$ cat src/rtl/hrlpe_pkg.sv
// Shared types and constants of the HSV/RGB LED pulse encoder.
package hrlpe_pkg;

    // Input item: one LED colour
    typedef struct packed {
        logic       mode;
        logic [8:0] first_component;
        logic [7:0] second_component;
        logic [7:0] third_component;
        logic [9:0] led_index;
    } item_t;

    // Result item: one pulse code
    typedef struct packed {
        logic [9:0]  led_position;
        logic [1:0]  channel;
        logic [2:0]  bit_slot;
        logic [15:0] pulse_code;
        logic        last;
    } result_t;

    // Converted colour waiting for the serialiser
    typedef struct packed {
        logic [9:0]  led_position;
        logic [23:0] rgb;
    } colour_t;

    // Colour formats
    localparam logic MODE_RGB = 1'b0;
    localparam logic MODE_HSV = 1'b1;

    // Configuration register indexes
    localparam int unsigned CFG_INDEX_W = 8;
    localparam logic [CFG_INDEX_W-1:0] REG_ONE_PULSE  = 8'd0;
    localparam logic [CFG_INDEX_W-1:0] REG_ZERO_PULSE = 8'd1;

    // Queue between converter and serialiser
    localparam int unsigned QUEUE_DEPTH = 2;
    localparam int unsigned QPTR_W      = (QUEUE_DEPTH > 1) ? $clog2(QUEUE_DEPTH) : 1;
    localparam int unsigned FILL_W      = $clog2(QUEUE_DEPTH + 1);

    // Serialiser
    localparam int unsigned RESULTS_PER_ITEM = 24;
    localparam int unsigned SLOT_CNT_W       = $clog2(RESULTS_PER_ITEM);
    localparam logic [SLOT_CNT_W-1:0] LAST_SLOT = SLOT_CNT_W'(RESULTS_PER_ITEM - 1);

    // Reciprocal constants: floor(n/d) = (n * ceil(2^sh/d)) >> sh for the operand ranges used
    localparam int unsigned TOP_SHIFT = 22;   // n < 2^15, d = 100
    localparam int unsigned LOW_SHIFT = 36;   // n < 2^22, d = 10000
    localparam int unsigned MID_SHIFT = 48;   // n < 2^28, d = 600000
    localparam longint unsigned TOP_DIV = 100;
    localparam longint unsigned LOW_DIV = 10000;
    localparam longint unsigned MID_DIV = 600000;
    localparam logic [15:0] M_TOP =
        16'(((64'd1 << TOP_SHIFT) + TOP_DIV - 64'd1) / TOP_DIV);
    localparam logic [22:0] M_LOW =
        23'(((64'd1 << LOW_SHIFT) + LOW_DIV - 64'd1) / LOW_DIV);
    localparam logic [28:0] M_MID =
        29'(((64'd1 << MID_SHIFT) + MID_DIV - 64'd1) / MID_DIV);

endpackage

$ cat src/rtl/hrlpe_front.sv
// Front end: clamp, classify and convert each colour to 8-bit RGB over a four-stage pipeline.
module hrlpe_front
    import hrlpe_pkg::*;
(
    input  logic    clk,
    input  logic    rst_n,
    input  logic    accept,
    input  item_t   item,
    output logic    out_valid,
    output colour_t out_colour
);

    localparam logic [2:0] SECTOR_0 = 3'd0;
    localparam logic [2:0] SECTOR_1 = 3'd1;
    localparam logic [2:0] SECTOR_2 = 3'd2;
    localparam logic [2:0] SECTOR_3 = 3'd3;
    localparam logic [2:0] SECTOR_4 = 3'd4;
    localparam logic [2:0] SECTOR_5 = 3'd5;

    typedef struct packed {
        logic        mode;
        logic [2:0]  sector;
        logic [23:0] raw_rgb;
        logic [9:0]  pos;
    } carry_t;

    // stage 0 (combinational on the accepted item)
    logic [8:0] hue;
    logic [6:0] sat;
    logic [6:0] val;
    logic [2:0] sector;
    logic [6:0] r120;
    logic [5:0] dev;
    logic [5:0] k;
    carry_t     carry0;

    always_comb
    begin
        hue = (item.first_component > 9'd360) ? 9'd360 : item.first_component;
        sat = (item.second_component > 8'd100) ? 7'd100 : item.second_component[6:0];
        val = (item.third_component > 8'd100) ? 7'd100 : item.third_component[6:0];

        if (hue < 9'd60)
            sector = SECTOR_0;
        else if (hue < 9'd120)
            sector = SECTOR_1;
        else if (hue < 9'd180)
            sector = SECTOR_2;
        else if (hue < 9'd240)
            sector = SECTOR_3;
        else if (hue < 9'd300)
            sector = SECTOR_4;
        else
            sector = SECTOR_5;

        if (hue >= 9'd360)
            r120 = 7'd0;
        else if (hue >= 9'd240)
            r120 = 7'(hue - 9'd240);
        else if (hue >= 9'd120)
            r120 = 7'(hue - 9'd120);
        else
            r120 = hue[6:0];

        dev = (r120 >= 7'd60) ? 6'(r120 - 7'd60) : 6'(7'd60 - r120);
        k   = 6'd60 - dev;

        carry0.mode    = item.mode;
        carry0.sector  = sector;
        carry0.raw_rgb = {item.first_component[7:0], item.second_component,
                          item.third_component};
        carry0.pos     = item.led_index;
    end

    // stage 1: clamped operands
    logic       s1_valid_reg;
    carry_t     s1_carry_reg;
    logic [6:0] s1_sat_reg;
    logic [6:0] s1_val_reg;
    logic [5:0] s1_k_reg;

    // stage 2: first products
    logic        s2_valid_reg;
    carry_t      s2_carry_reg;
    logic [6:0]  s2_val_reg;
    logic [14:0] s2_ntop_reg;
    logic [13:0] s2_vs_reg;
    logic [12:0] s2_w_reg;

    // stage 3: top done, low and mid numerators
    logic        s3_valid_reg;
    carry_t      s3_carry_reg;
    logic [7:0]  s3_top_reg;
    logic [21:0] s3_nlow_reg;
    logic [19:0] s3_p_reg;

    // stage 4: low done, mid numerator
    logic        s4_valid_reg;
    carry_t      s4_carry_reg;
    logic [7:0]  s4_top_reg;
    logic [7:0]  s4_low_reg;
    logic [27:0] s4_q_reg;

    logic [6:0]  s1_rest;
    logic [14:0] ntop_next;
    logic [13:0] vs_next;
    logic [12:0] w_next;
    logic [30:0] top_prod;
    logic [21:0] nlow_next;
    logic [19:0] p_next;
    logic [44:0] low_prod;
    logic [27:0] q_next;
    logic [56:0] mid_prod;
    logic [7:0]  mid;

    always_comb
    begin
        s1_rest   = 7'd100 - s1_sat_reg;
        ntop_next = (15'(s1_val_reg) << 8) - 15'(s1_val_reg);
        vs_next   = 14'(s1_val_reg) * 14'(s1_rest);
        w_next    = 13'(s1_sat_reg) * 13'(s1_k_reg)
                  + ((13'(s1_rest) << 6) - (13'(s1_rest) << 2));

        top_prod  = 31'(s2_ntop_reg) * 31'(M_TOP);
        nlow_next = (22'(s2_vs_reg) << 8) - 22'(s2_vs_reg);
        p_next    = 20'(s2_val_reg) * 20'(s2_w_reg);

        low_prod  = 45'(s3_nlow_reg) * 45'(M_LOW);
        q_next    = (28'(s3_p_reg) << 8) - 28'(s3_p_reg);

        mid_prod  = 57'(s4_q_reg) * 57'(M_MID);
        mid       = mid_prod[MID_SHIFT +: 8];
    end

    always_ff @(posedge clk or negedge rst_n)
    begin
        if (!rst_n)
        begin
            s1_valid_reg <= 1'b0;
            s2_valid_reg <= 1'b0;
            s3_valid_reg <= 1'b0;
            s4_valid_reg <= 1'b0;
        end
        else
        begin
            s1_valid_reg <= accept;
            s2_valid_reg <= s1_valid_reg;
            s3_valid_reg <= s2_valid_reg;
            s4_valid_reg <= s3_valid_reg;
        end
    end

    always_ff @(posedge clk)
    begin
        s1_carry_reg <= carry0;
        s1_sat_reg   <= sat;
        s1_val_reg   <= val;
        s1_k_reg     <= k;

        s2_carry_reg <= s1_carry_reg;
        s2_val_reg   <= s1_val_reg;
        s2_ntop_reg  <= ntop_next;
        s2_vs_reg    <= vs_next;
        s2_w_reg     <= w_next;

        s3_carry_reg <= s2_carry_reg;
        s3_top_reg   <= top_prod[TOP_SHIFT +: 8];
        s3_nlow_reg  <= nlow_next;
        s3_p_reg     <= p_next;

        s4_carry_reg <= s3_carry_reg;
        s4_top_reg   <= s3_top_reg;
        s4_low_reg   <= low_prod[LOW_SHIFT +: 8];
        s4_q_reg     <= q_next;
    end

    // channel order by sector; RGB items pass straight through
    always_comb
    begin
        out_valid               = s4_valid_reg;
        out_colour.led_position = s4_carry_reg.pos;
        if (s4_carry_reg.mode == MODE_RGB)
            out_colour.rgb = s4_carry_reg.raw_rgb;
        else
        begin
            unique case (s4_carry_reg.sector)
                SECTOR_0: out_colour.rgb = {s4_top_reg, mid, s4_low_reg};
                SECTOR_1: out_colour.rgb = {mid, s4_top_reg, s4_low_reg};
                SECTOR_2: out_colour.rgb = {s4_low_reg, s4_top_reg, mid};
                SECTOR_3: out_colour.rgb = {s4_low_reg, mid, s4_top_reg};
                SECTOR_4: out_colour.rgb = {mid, s4_low_reg, s4_top_reg};
                default:  out_colour.rgb = {s4_top_reg, s4_low_reg, mid};
            endcase
        end
    end

endmodule

$ cat src/rtl/hrlpe_queue.sv
// Short colour queue between the converter and the serialiser.
module hrlpe_queue
    import hrlpe_pkg::*;
(
    input  logic    clk,
    input  logic    rst_n,
    input  logic    push,
    input  colour_t push_data,
    input  logic    pop,
    output colour_t pop_data,
    output logic    not_empty
);

    colour_t            entry_reg [QUEUE_DEPTH];
    logic [QPTR_W-1:0]  wr_ptr_reg;
    logic [QPTR_W-1:0]  wr_ptr_next;
    logic [QPTR_W-1:0]  rd_ptr_reg;
    logic [QPTR_W-1:0]  rd_ptr_next;
    logic [FILL_W-1:0]  fill_reg;
    logic [FILL_W-1:0]  fill_next;

    localparam logic [QPTR_W-1:0] PTR_LAST = QPTR_W'(QUEUE_DEPTH - 1);
    localparam logic [FILL_W-1:0] FILL_FULL = FILL_W'(QUEUE_DEPTH);

    always_comb
    begin
        wr_ptr_next = wr_ptr_reg;
        rd_ptr_next = rd_ptr_reg;
        if (push)
            wr_ptr_next = (wr_ptr_reg == PTR_LAST) ? '0 : wr_ptr_reg + 1'b1;
        if (pop)
            rd_ptr_next = (rd_ptr_reg == PTR_LAST) ? '0 : rd_ptr_reg + 1'b1;
        fill_next = fill_reg + FILL_W'(push) - FILL_W'(pop);
    end

    always_ff @(posedge clk or negedge rst_n)
    begin
        if (!rst_n)
        begin
            wr_ptr_reg <= '0;
            rd_ptr_reg <= '0;
            fill_reg   <= '0;
        end
        else
        begin
            wr_ptr_reg <= wr_ptr_next;
            rd_ptr_reg <= rd_ptr_next;
            fill_reg   <= fill_next;
        end
    end

    always_ff @(posedge clk)
    begin
        if (push)
            entry_reg[wr_ptr_reg] <= push_data;
    end

    assign pop_data  = entry_reg[rd_ptr_reg];
    assign not_empty = (fill_reg != '0);

    // credits upstream must keep the queue from overflowing
    assert property (@(posedge clk) disable iff (!rst_n)
        push |-> (fill_reg != FILL_FULL) || pop)
        else $error("colour queue overflow");

    assert property (@(posedge clk) disable iff (!rst_n)
        pop |-> fill_reg != '0)
        else $error("colour queue underflow");

endmodule

$ cat src/rtl/hrlpe_back.sv
// Back end: serialise one queued colour into 24 pulse-code items, one per cycle.
module hrlpe_back
    import hrlpe_pkg::*;
(
    input  logic        clk,
    input  logic        rst_n,
    input  logic        q_not_empty,
    input  colour_t     q_data,
    input  logic [15:0] one_code,
    input  logic [15:0] zero_code,
    output logic        pop,
    output logic        result_strobe,
    output result_t     result
);

    logic                  active_reg;
    logic                  active_next;
    logic [SLOT_CNT_W-1:0] cnt_reg;
    logic [SLOT_CNT_W-1:0] cnt_next;
    logic [23:0]           shift_reg;
    logic [23:0]           shift_next;
    logic [9:0]            pos_reg;
    logic [9:0]            pos_next;
    logic                  at_last;

    always_comb
    begin
        at_last     = active_reg && (cnt_reg == LAST_SLOT);
        // load the next colour as the last bit of the current one goes out: no gap
        pop         = q_not_empty && (!active_reg || at_last);
        active_next = active_reg;
        cnt_next    = cnt_reg;
        shift_next  = shift_reg;
        pos_next    = pos_reg;
        if (pop)
        begin
            active_next = 1'b1;
            cnt_next    = '0;
            shift_next  = q_data.rgb;
            pos_next    = q_data.led_position;
        end
        else if (at_last)
            active_next = 1'b0;
        else if (active_reg)
        begin
            cnt_next   = cnt_reg + 1'b1;
            shift_next = {shift_reg[22:0], 1'b0};
        end
    end

    always_ff @(posedge clk or negedge rst_n)
    begin
        if (!rst_n)
        begin
            active_reg <= 1'b0;
            cnt_reg    <= '0;
        end
        else
        begin
            active_reg <= active_next;
            cnt_reg    <= cnt_next;
        end
    end

    always_ff @(posedge clk)
    begin
        shift_reg <= shift_next;
        pos_reg   <= pos_next;
    end

    always_comb
    begin
        result_strobe       = active_reg;
        result.led_position = pos_reg;
        result.channel      = cnt_reg[SLOT_CNT_W-1 -: 2];
        result.bit_slot     = cnt_reg[2:0];
        result.pulse_code   = shift_reg[23] ? one_code : zero_code;
        result.last         = at_last;
    end

    // the items of one colour come out back to back
    assert property (@(posedge clk) disable iff (!rst_n)
        (active_reg && !at_last) |=> active_reg && (cnt_reg == $past(cnt_reg) + 1'b1))
        else $error("serialiser broke off a colour");

    // a new colour always starts at the red channel's top bit
    assert property (@(posedge clk) disable iff (!rst_n)
        pop |=> active_reg && (cnt_reg == '0))
        else $error("serialiser loaded without restarting");

endmodule

$ cat src/rtl/hsv_rgb_led_pulse_encoder_unit.sv
// Top level of the HSV/RGB LED pulse encoder.
//
// Each item accepted (start high while busy is low) is one LED colour, RGB or HSV
// (hue clamped to 360, saturation and value to 100). The converter pipeline turns
// it into 8-bit RGB over four stages, then a two-entry queue hands it to the
// serialiser, which emits 24 result items on consecutive cycles: red, green, blue,
// most significant bit first, each with the one-pulse or zero-pulse code and
// result.last set on the 24th. The serialiser sends one bit per cycle and takes
// the next colour only once the current one is out; when it is free, an accepted
// item passes the four converter stages and the queue on its way to the ports.
// Results are strobed for exactly one cycle and the receiver cannot stall them.
// busy rises when the queue plus the pipeline hold two items; a new item is
// therefore taken while an earlier one is still being streamed out. Write the
// pulse-code registers only while no item is in flight.
module hsv_rgb_led_pulse_encoder_unit
    import hrlpe_pkg::*;
(
    input  logic                   clk,
    input  logic                   rst_n,
    input  logic                   start,
    output logic                   busy,
    input  item_t                  item,
    input  logic                   cfg_valid,
    output logic                   cfg_ready,
    input  logic [CFG_INDEX_W-1:0] cfg_index,
    input  logic [15:0]            cfg_data,
    output logic                   result_strobe,
    output result_t                result
);

    localparam logic [FILL_W-1:0] CREDIT_FULL = FILL_W'(QUEUE_DEPTH);

    logic [15:0]       one_code_reg;
    logic [15:0]       zero_code_reg;
    logic [FILL_W-1:0] credit_reg;
    logic [FILL_W-1:0] credit_next;
    logic              accept;
    logic              fe_valid;
    colour_t           fe_colour;
    logic              pop;
    logic              q_not_empty;
    colour_t           q_data;

    // Register writes are always taken; indexes beyond the list are dropped.
    assign cfg_ready = 1'b1;

    always_ff @(posedge clk or negedge rst_n)
    begin
        if (!rst_n)
        begin
            one_code_reg  <= '0;
            zero_code_reg <= '0;
        end
        else if (cfg_valid && cfg_ready)
        begin
            unique case (cfg_index)
                REG_ONE_PULSE:  one_code_reg  <= cfg_data;
                REG_ZERO_PULSE: zero_code_reg <= cfg_data;
                default:        ;
            endcase
        end
    end

    // Count items between acceptance and leaving the queue, so every item in the
    // converter pipeline is sure of a queue slot when it arrives.
    assign busy   = (credit_reg == CREDIT_FULL);
    assign accept = start && !busy;

    always_comb
    begin
        credit_next = credit_reg + FILL_W'(accept) - FILL_W'(pop);
    end

    always_ff @(posedge clk or negedge rst_n)
    begin
        if (!rst_n)
            credit_reg <= '0;
        else
            credit_reg <= credit_next;
    end

    hrlpe_front u_front
    (
        .clk        (clk),
        .rst_n      (rst_n),
        .accept     (accept),
        .item       (item),
        .out_valid  (fe_valid),
        .out_colour (fe_colour)
    );

    hrlpe_queue u_queue
    (
        .clk       (clk),
        .rst_n     (rst_n),
        .push      (fe_valid),
        .push_data (fe_colour),
        .pop       (pop),
        .pop_data  (q_data),
        .not_empty (q_not_empty)
    );

    hrlpe_back u_back
    (
        .clk           (clk),
        .rst_n         (rst_n),
        .q_not_empty   (q_not_empty),
        .q_data        (q_data),
        .one_code      (one_code_reg),
        .zero_code     (zero_code_reg),
        .pop           (pop),
        .result_strobe (result_strobe),
        .result        (result)
    );

    // items in flight never exceed the queue depth
    assert property (@(posedge clk) disable iff (!rst_n)
        credit_reg <= CREDIT_FULL)
        else $error("credit count above queue depth");

    // a colour leaving the queue must have been counted in
    assert property (@(posedge clk) disable iff (!rst_n)
        pop |-> credit_reg != '0)
        else $error("queue pop with no item in flight");

    // after the last item of a colour, either silence or a fresh colour from red bit 7
    assert property (@(posedge clk) disable iff (!rst_n)
        (result_strobe && result.last) |=>
            !result_strobe || (result.channel == 2'd0 && result.bit_slot == 3'd0))
        else $error("results of a colour not followed by a clean start");

endmodule
$ cat config.mk
export PLATFORM = sky130hd
export DESIGN_NAME = hsv_rgb_led_pulse_encoder_unit
export DESIGN_NICKNAME = d
export VERILOG_FILES = /design/src/rtl/hrlpe_pkg.sv /design/src/rtl/hrlpe_front.sv /design/src/rtl/hrlpe_queue.sv /design/src/rtl/hrlpe_back.sv /design/src/rtl/hsv_rgb_led_pulse_encoder_unit.sv
export SDC_FILE = /design/constraint.sdc
export NUM_CORES = 2
export LEC_CHECK = 0
export BUFFER_PORTS_ARGS = -buffer_cell sky130_fd_sc_hd__clkbuf_2
export CORE_UTILIZATION = 40
export DETAILED_ROUTE_END_ITERATION = 7
export PLACE_DENSITY = 0.64
export SYNTH_ARGS = -nofsm -noshare
export SYNTH_HDL_FRONTEND = slang
export SYNTH_HIERARCHICAL = 1
export SYNTH_SLANG_ARGS = --single-unit
$ cat constraint.sdc
create_clock -name clk -period 8.1 [get_ports clk]
set_input_delay 1.215 -clock clk [delete_from_list [all_inputs] [get_ports clk]]
set_output_delay 1.215 -clock clk [all_outputs]
set_load 0.05 [all_outputs]
-- Yosys cells after proc, flatten, opt, wreduce, memory -nomap -nowiden
Memories as Yosys holds them, arrays and structs flattened.
Cells that the tools add are included.
- add/sub/neg operators: 18
- multipliers: 6
- divide/modulo/power cells: 0
- order comparisons: 12
- equal/unequal tests: 8
- shifts and indexed selects: 0
- mux-type cells: 24
- bitwise operators: 0
- reduce and logical (&&, ||, !) cells: 16
- operators with widths (kind ; count):
    $pmux 24 s5 ; 1
    $mux 24 ; 4
    $mul 28x28->55 const B ; 1
    $mul 22x21->42 const B ; 1
    $sub 28x20->28 ; 1
    $mul 15x13->27 const B ; 1
    $sub 22x14->22 ; 1
    $mux 7 ; 3
    $mul 7x13->20 ; 1
    $lt 9x8->1 const B ; 2
    $gt 8x7->1 const B ; 2
    $mux 16 ; 1
    $mux 5 ; 3
    $sub 15x7->15 ; 1
    $mul 7x7->14 ; 1
    $sub 7x7->7 const B ; 2
    $add 13x13->13 ; 1
    $mul 7x6->13 ; 1
    $sub 13x9->13 ; 1
    $sub 6x6->6 const A ; 2
    $ge 9x7->1 const B ; 1
    $ge 9x8->1 const B ; 1
    $ge 9x9->1 const B ; 1
    $gt 9x9->1 const B ; 1
    30 further kinds ; 49
- bits in registers: 397
- bits in latches: 0
- memory bits (writable): 68
- memory bits (read-only): 0
- bits of input ports: 64
- output and inout bits: 35
- word-level logic and storage cells: 130
- memories: 1
- memories (name ; depth ; width ; rd ports ; clocked after memory_dff ; wr ports ; RTL line ; RTL):
    u_queue.entry_reg ; 2 ; 34 ; 1 ; 0 ; 1 ; hrlpe_queue.sv:14 ; colour_t entry_reg [QUEUE_DEPTH];

-- Depth between registers and ports, before layout
- word-level depth: 9
- depth in mapped cells: 26
- depth with buffers taken out: 25

-- Modules after synthesis
The synthesis kept the hierarchy.
- modules (own cells, without submodules) (module ; times used ; cells each ; area each (µm²)):
    hrlpe_front ; 1 ; 3805 ; 38634.6
    hrlpe_queue ; 1 ; 120 ; 2797.7
    hrlpe_back ; 1 ; 111 ; 1844.3
    hsv_rgb_led_pulse_encoder_unit ; 1 ; 85 ; 1403.8

-- Worst setup path after synthesis
OpenSTA, ideal clock, no wires.
- path kind: register to register
- start point: register u_front.s4_q_reg[5]
- end point: memory u_queue/entry_reg[0][7] (netlist name) (data pin)
- setup time: 0.263 ns
- arrival: 6.504 ns
- data required time: 7.837 ns
- path slack: 1.333 ns
- cell stages (with the launch flop): 25
- buffers on the path: 1
- clock period less this slack: 6.767 ns
- cell sequence: dfxtp_1 > inv_1 > fa_1 > clkbuf_1 > xnor2_1 > ha_1 > o21bai_1 > fa_1 > fa_1 > fa_1 > fa_1 > inv_1 > fa_1 > inv_1 > ha_1 > a21oi_1 > o221ai_1 > a21oi_1 > a21oi_1 > o311ai_2 > a21oi_1 > o31ai_2 > a2bb2oi_2 > a31oi_1 > a211o_1
- RTL lines (what ; RTL line ; RTL):
    start, declared ; hrlpe_front.sv:102 ; logic [27:0] s4_q_reg;
    start signal, assigned ; hrlpe_front.sv:174 ; s4_q_reg <= q_next;
    end, declared ; hrlpe_queue.sv:14 ;

==> results.cfg <==
[clock_network]
cts_buffers = 50
cts_setup_buffers = 0
clk_latency_ns = 0.61
clk_root_buffer_cell = clkbuf_16
htreeDepth = 2
clock-sinks = 464
cts_tree = done
ctsResizeCount = 0
holdBufCountCts = 0
clkTransAtPathRegs_ns = 0.06
cts_max_path_buffers = 3

[placed_design]
io_buffers = 97
dp_cells = 5651
dp_hpwl_um = 85100
gp_congestion = 0.938

[synthesis]
async_flop_share_pct = 10.3
netlist_top_cells_area = fa_1 (29%), ha_1 (19%), dfxtp_1 (14%), inv_1 (9.0%), edfxtp_1 (6.9%)
synth_nets = 5514
ys_seq_elements = 464
yosysSeqAreaShare_pct = 23.6
yosys.area.top_type = fa_1
ys_types = 97
synth_top_area_share_pct = 29.1
yosys_most_used_dff = dfxtp_1
syn_area_um2 = 44700
synth_warnings = 6
syn_inst = 4121
avgSynthCellArea_um2 = 10.8
synth_edf_count = 102

[floorplanning]
std_cell_rows = 122
dieHeight_um = 336
start_util_pct = 40.4
fp.dieW_um = 336
die_area_um2 = 113000
core_area_um2 = 111000
pin_count = 99

[flow_run]
cap_violations = 0

[layout]
mostFrequentLayoutCells = inv_1 (1071), ha_1 (679), fa_1 (650)
layoutNonFillerInstCount = 5745
seqCellArea_um2 = 10600
n_fill_cell = 10424
multi_input_area_um2 = 29700
syn_to_final_growth_pct = 8.48
largest_register_ffs = 68
final_common_cell = inv_1
drive_gt1_share_pct = 8.22
fin_nets = 5608

[worst_setup_path]
cpPeakStageDelay_ns = 0.74
crit_top_cell = fa_1
reg2reg_to = u_queue/entry_reg[0][7]
worstSetupStartpointType = flop
end_kind = flop
r2r_slack_ns = 0.41
path_class = flop to flop
critPathLaunch = u_front/s4_q_reg[8]
r2r_cells = 22
crit_path_cell_trace = inv_1 -> fa_1 -> xor2_1 -> ha_1 -> o21bai_1 -> fa_1 -> fa_1 -> fa_1 -> fa_1 -> inv_1 -> fa_1 -> inv_1 -> ha_1 -> nand3_1 -> or2_2 -> a2111oi_2 -> o311ai_2 -> a21oi_1 -> nor3_1 -> a2bb2oi_2 -> a31oi_1 -> a211o_1
crit_buf_inv = 3
critical_path_required_ns = 8.44
r2r_start = u_front/s4_q_reg[8]
critPathMaxFanout = 6
cp_top_family = adder cells
crit_slowest_cell = a2111oi_2
cp.arrival_ns = 8.03

[grt]
grt_max_degree = 49
grt.overflow.total = 0
grt_pass1_vias = 29527
track_usage_pct = 18.3
grt_pass1_wl_um = 161000
antenna_found_initial = 2

[timing]
fin_crit_sh_pct = 94.9
slew_viol_final = 0
maxSlewHeadroom_pct = 30.6
clock_skew_ns = 0.0494
timing.final.crit_period_ns = 7.69
finalHoldViolCount = 0
finalSetupViolCount = 0
grt_setup_unrepaired = no
worstMarginPinSlew_ns = 1.04
fin_setup_tns_ns = 0
whs_ns = 0.282
fmaxAchievable_ghz = 0.130

[routing]
final_antenna_net_count = 0
firstDrtPassIters = 5
wl_per_cell_um = 17.3
first_iter_violations = 1349
vias_per_cell = 4.77
routed_wl_um = 99500
via_count = 27429
drc_errors = 0

[min_path]
holdCritStartpoint = u_front/s3_carry_reg[29]
hp-class = flop to flop
hold_end = u_front/s4_carry_reg[29]
worstHoldPathCells = 0

[status]
status = complete, no violations
[cells in the mapped netlist (6+ instances only)]
library cell  count
inv_1          1071
ha_1            679
fa_1            650
dfxtp_1         314
nand2_1         179
xnor2_1         113
edfxtp_1        102
and2_1           94
nor2_1           94
a21oi_1          91
mux2_2           70
xor2_1           55
o21ai_0          54
a21o_1           50
dfrtp_1          48
mux2_4           39
clkbuf_1         37
nor3_1           32
nand3_1          31
o21bai_1         25
nand2b_1         22
nor2b_1          22
o21a_1           20
a31oi_1          17
buf_4            16
nand4_1          12
or2_2            10
and3_1            9
o211ai_1          9
a221oi_1          8
buf_6             7
mux2i_1           7
nor4_1            7
o221ai_1          6
or3_1             6
[kinds of logic (layout without fill, tap and decap cells)]
logic type / Yosys count / after routing / share of synthesized area (%)
AND/OR/NAND/NOR: 544 / 544 / 6.13
buffers and inverters: 1141 / 1276 / 9.99
multiplexers: 116 / 116 / 3.23
other: 1 / 2 / 0.00839
XOR/XNOR: 169 / 169 / 3.35
adder cells (fa/ha/maj): 1329 / 1329 / 48.1
flip-flops: 464 / 464 / 23.6
AO/OA/AOI/OAI: 357 / 357 / 5.54
[final cells by class]
cell class | instances | area share [%]
diodes | 1 | 0.00516
clock inverters | 34 | 0.792
multi-input cells | 2516 | 61.2
repair buffers | 109 | 1.19
flip-flops and latches | 464 | 21.8
clock buffers | 59 | 2.87
well taps | 1488 | 3.84
inverters | 1074 | 8.32
[metrics by stage]
step,util [%],setup WS (ns),area [um^2]
floorplan,-,1.33,44700
global placement,42.2,0.694,46700
detailed placement,42.2,0.550,46700
CTS,43.8,0.525,48500
global route,43.8,0.0256,48500
finish,43.8,0.413,48500
[how the worst max path moves through the flow]
| stage | slack [ns] | endpoint | depth (start not counted) |
|---|---|---|---|
| floorplan | 1.33 | u_queue/entry_reg[0][7] | 24 |
| global placement | 0.69 | u_queue/entry_reg[0][7] | 22 |
| detailed placement | 0.55 | u_queue/entry_reg[0][7] | 22 |
| CTS | 0.52 | u_queue/entry_reg[1][7] | 22 |
| global route | 0.03 | u_queue/entry_reg[1][7] | 23 |
| finish | 0.41 | u_queue/entry_reg[0][7] | 22 |
[layer usage]
metal | track usage [%] | share of wire [%] | vias up
met5 | 0 | 0.035 | -
met4 | 4.86 | 2.6 | 4
met3 | 3.10 | 4.8 | 156
met2 | 30.6 | 48 | 519
met1 | 24.3 | 45 | 13652
li1 | - | - | 13098
Power is left out: the tool's default activity adds up to more than one toggle a clock period on the data nets, which glitch-free logic cannot reach.
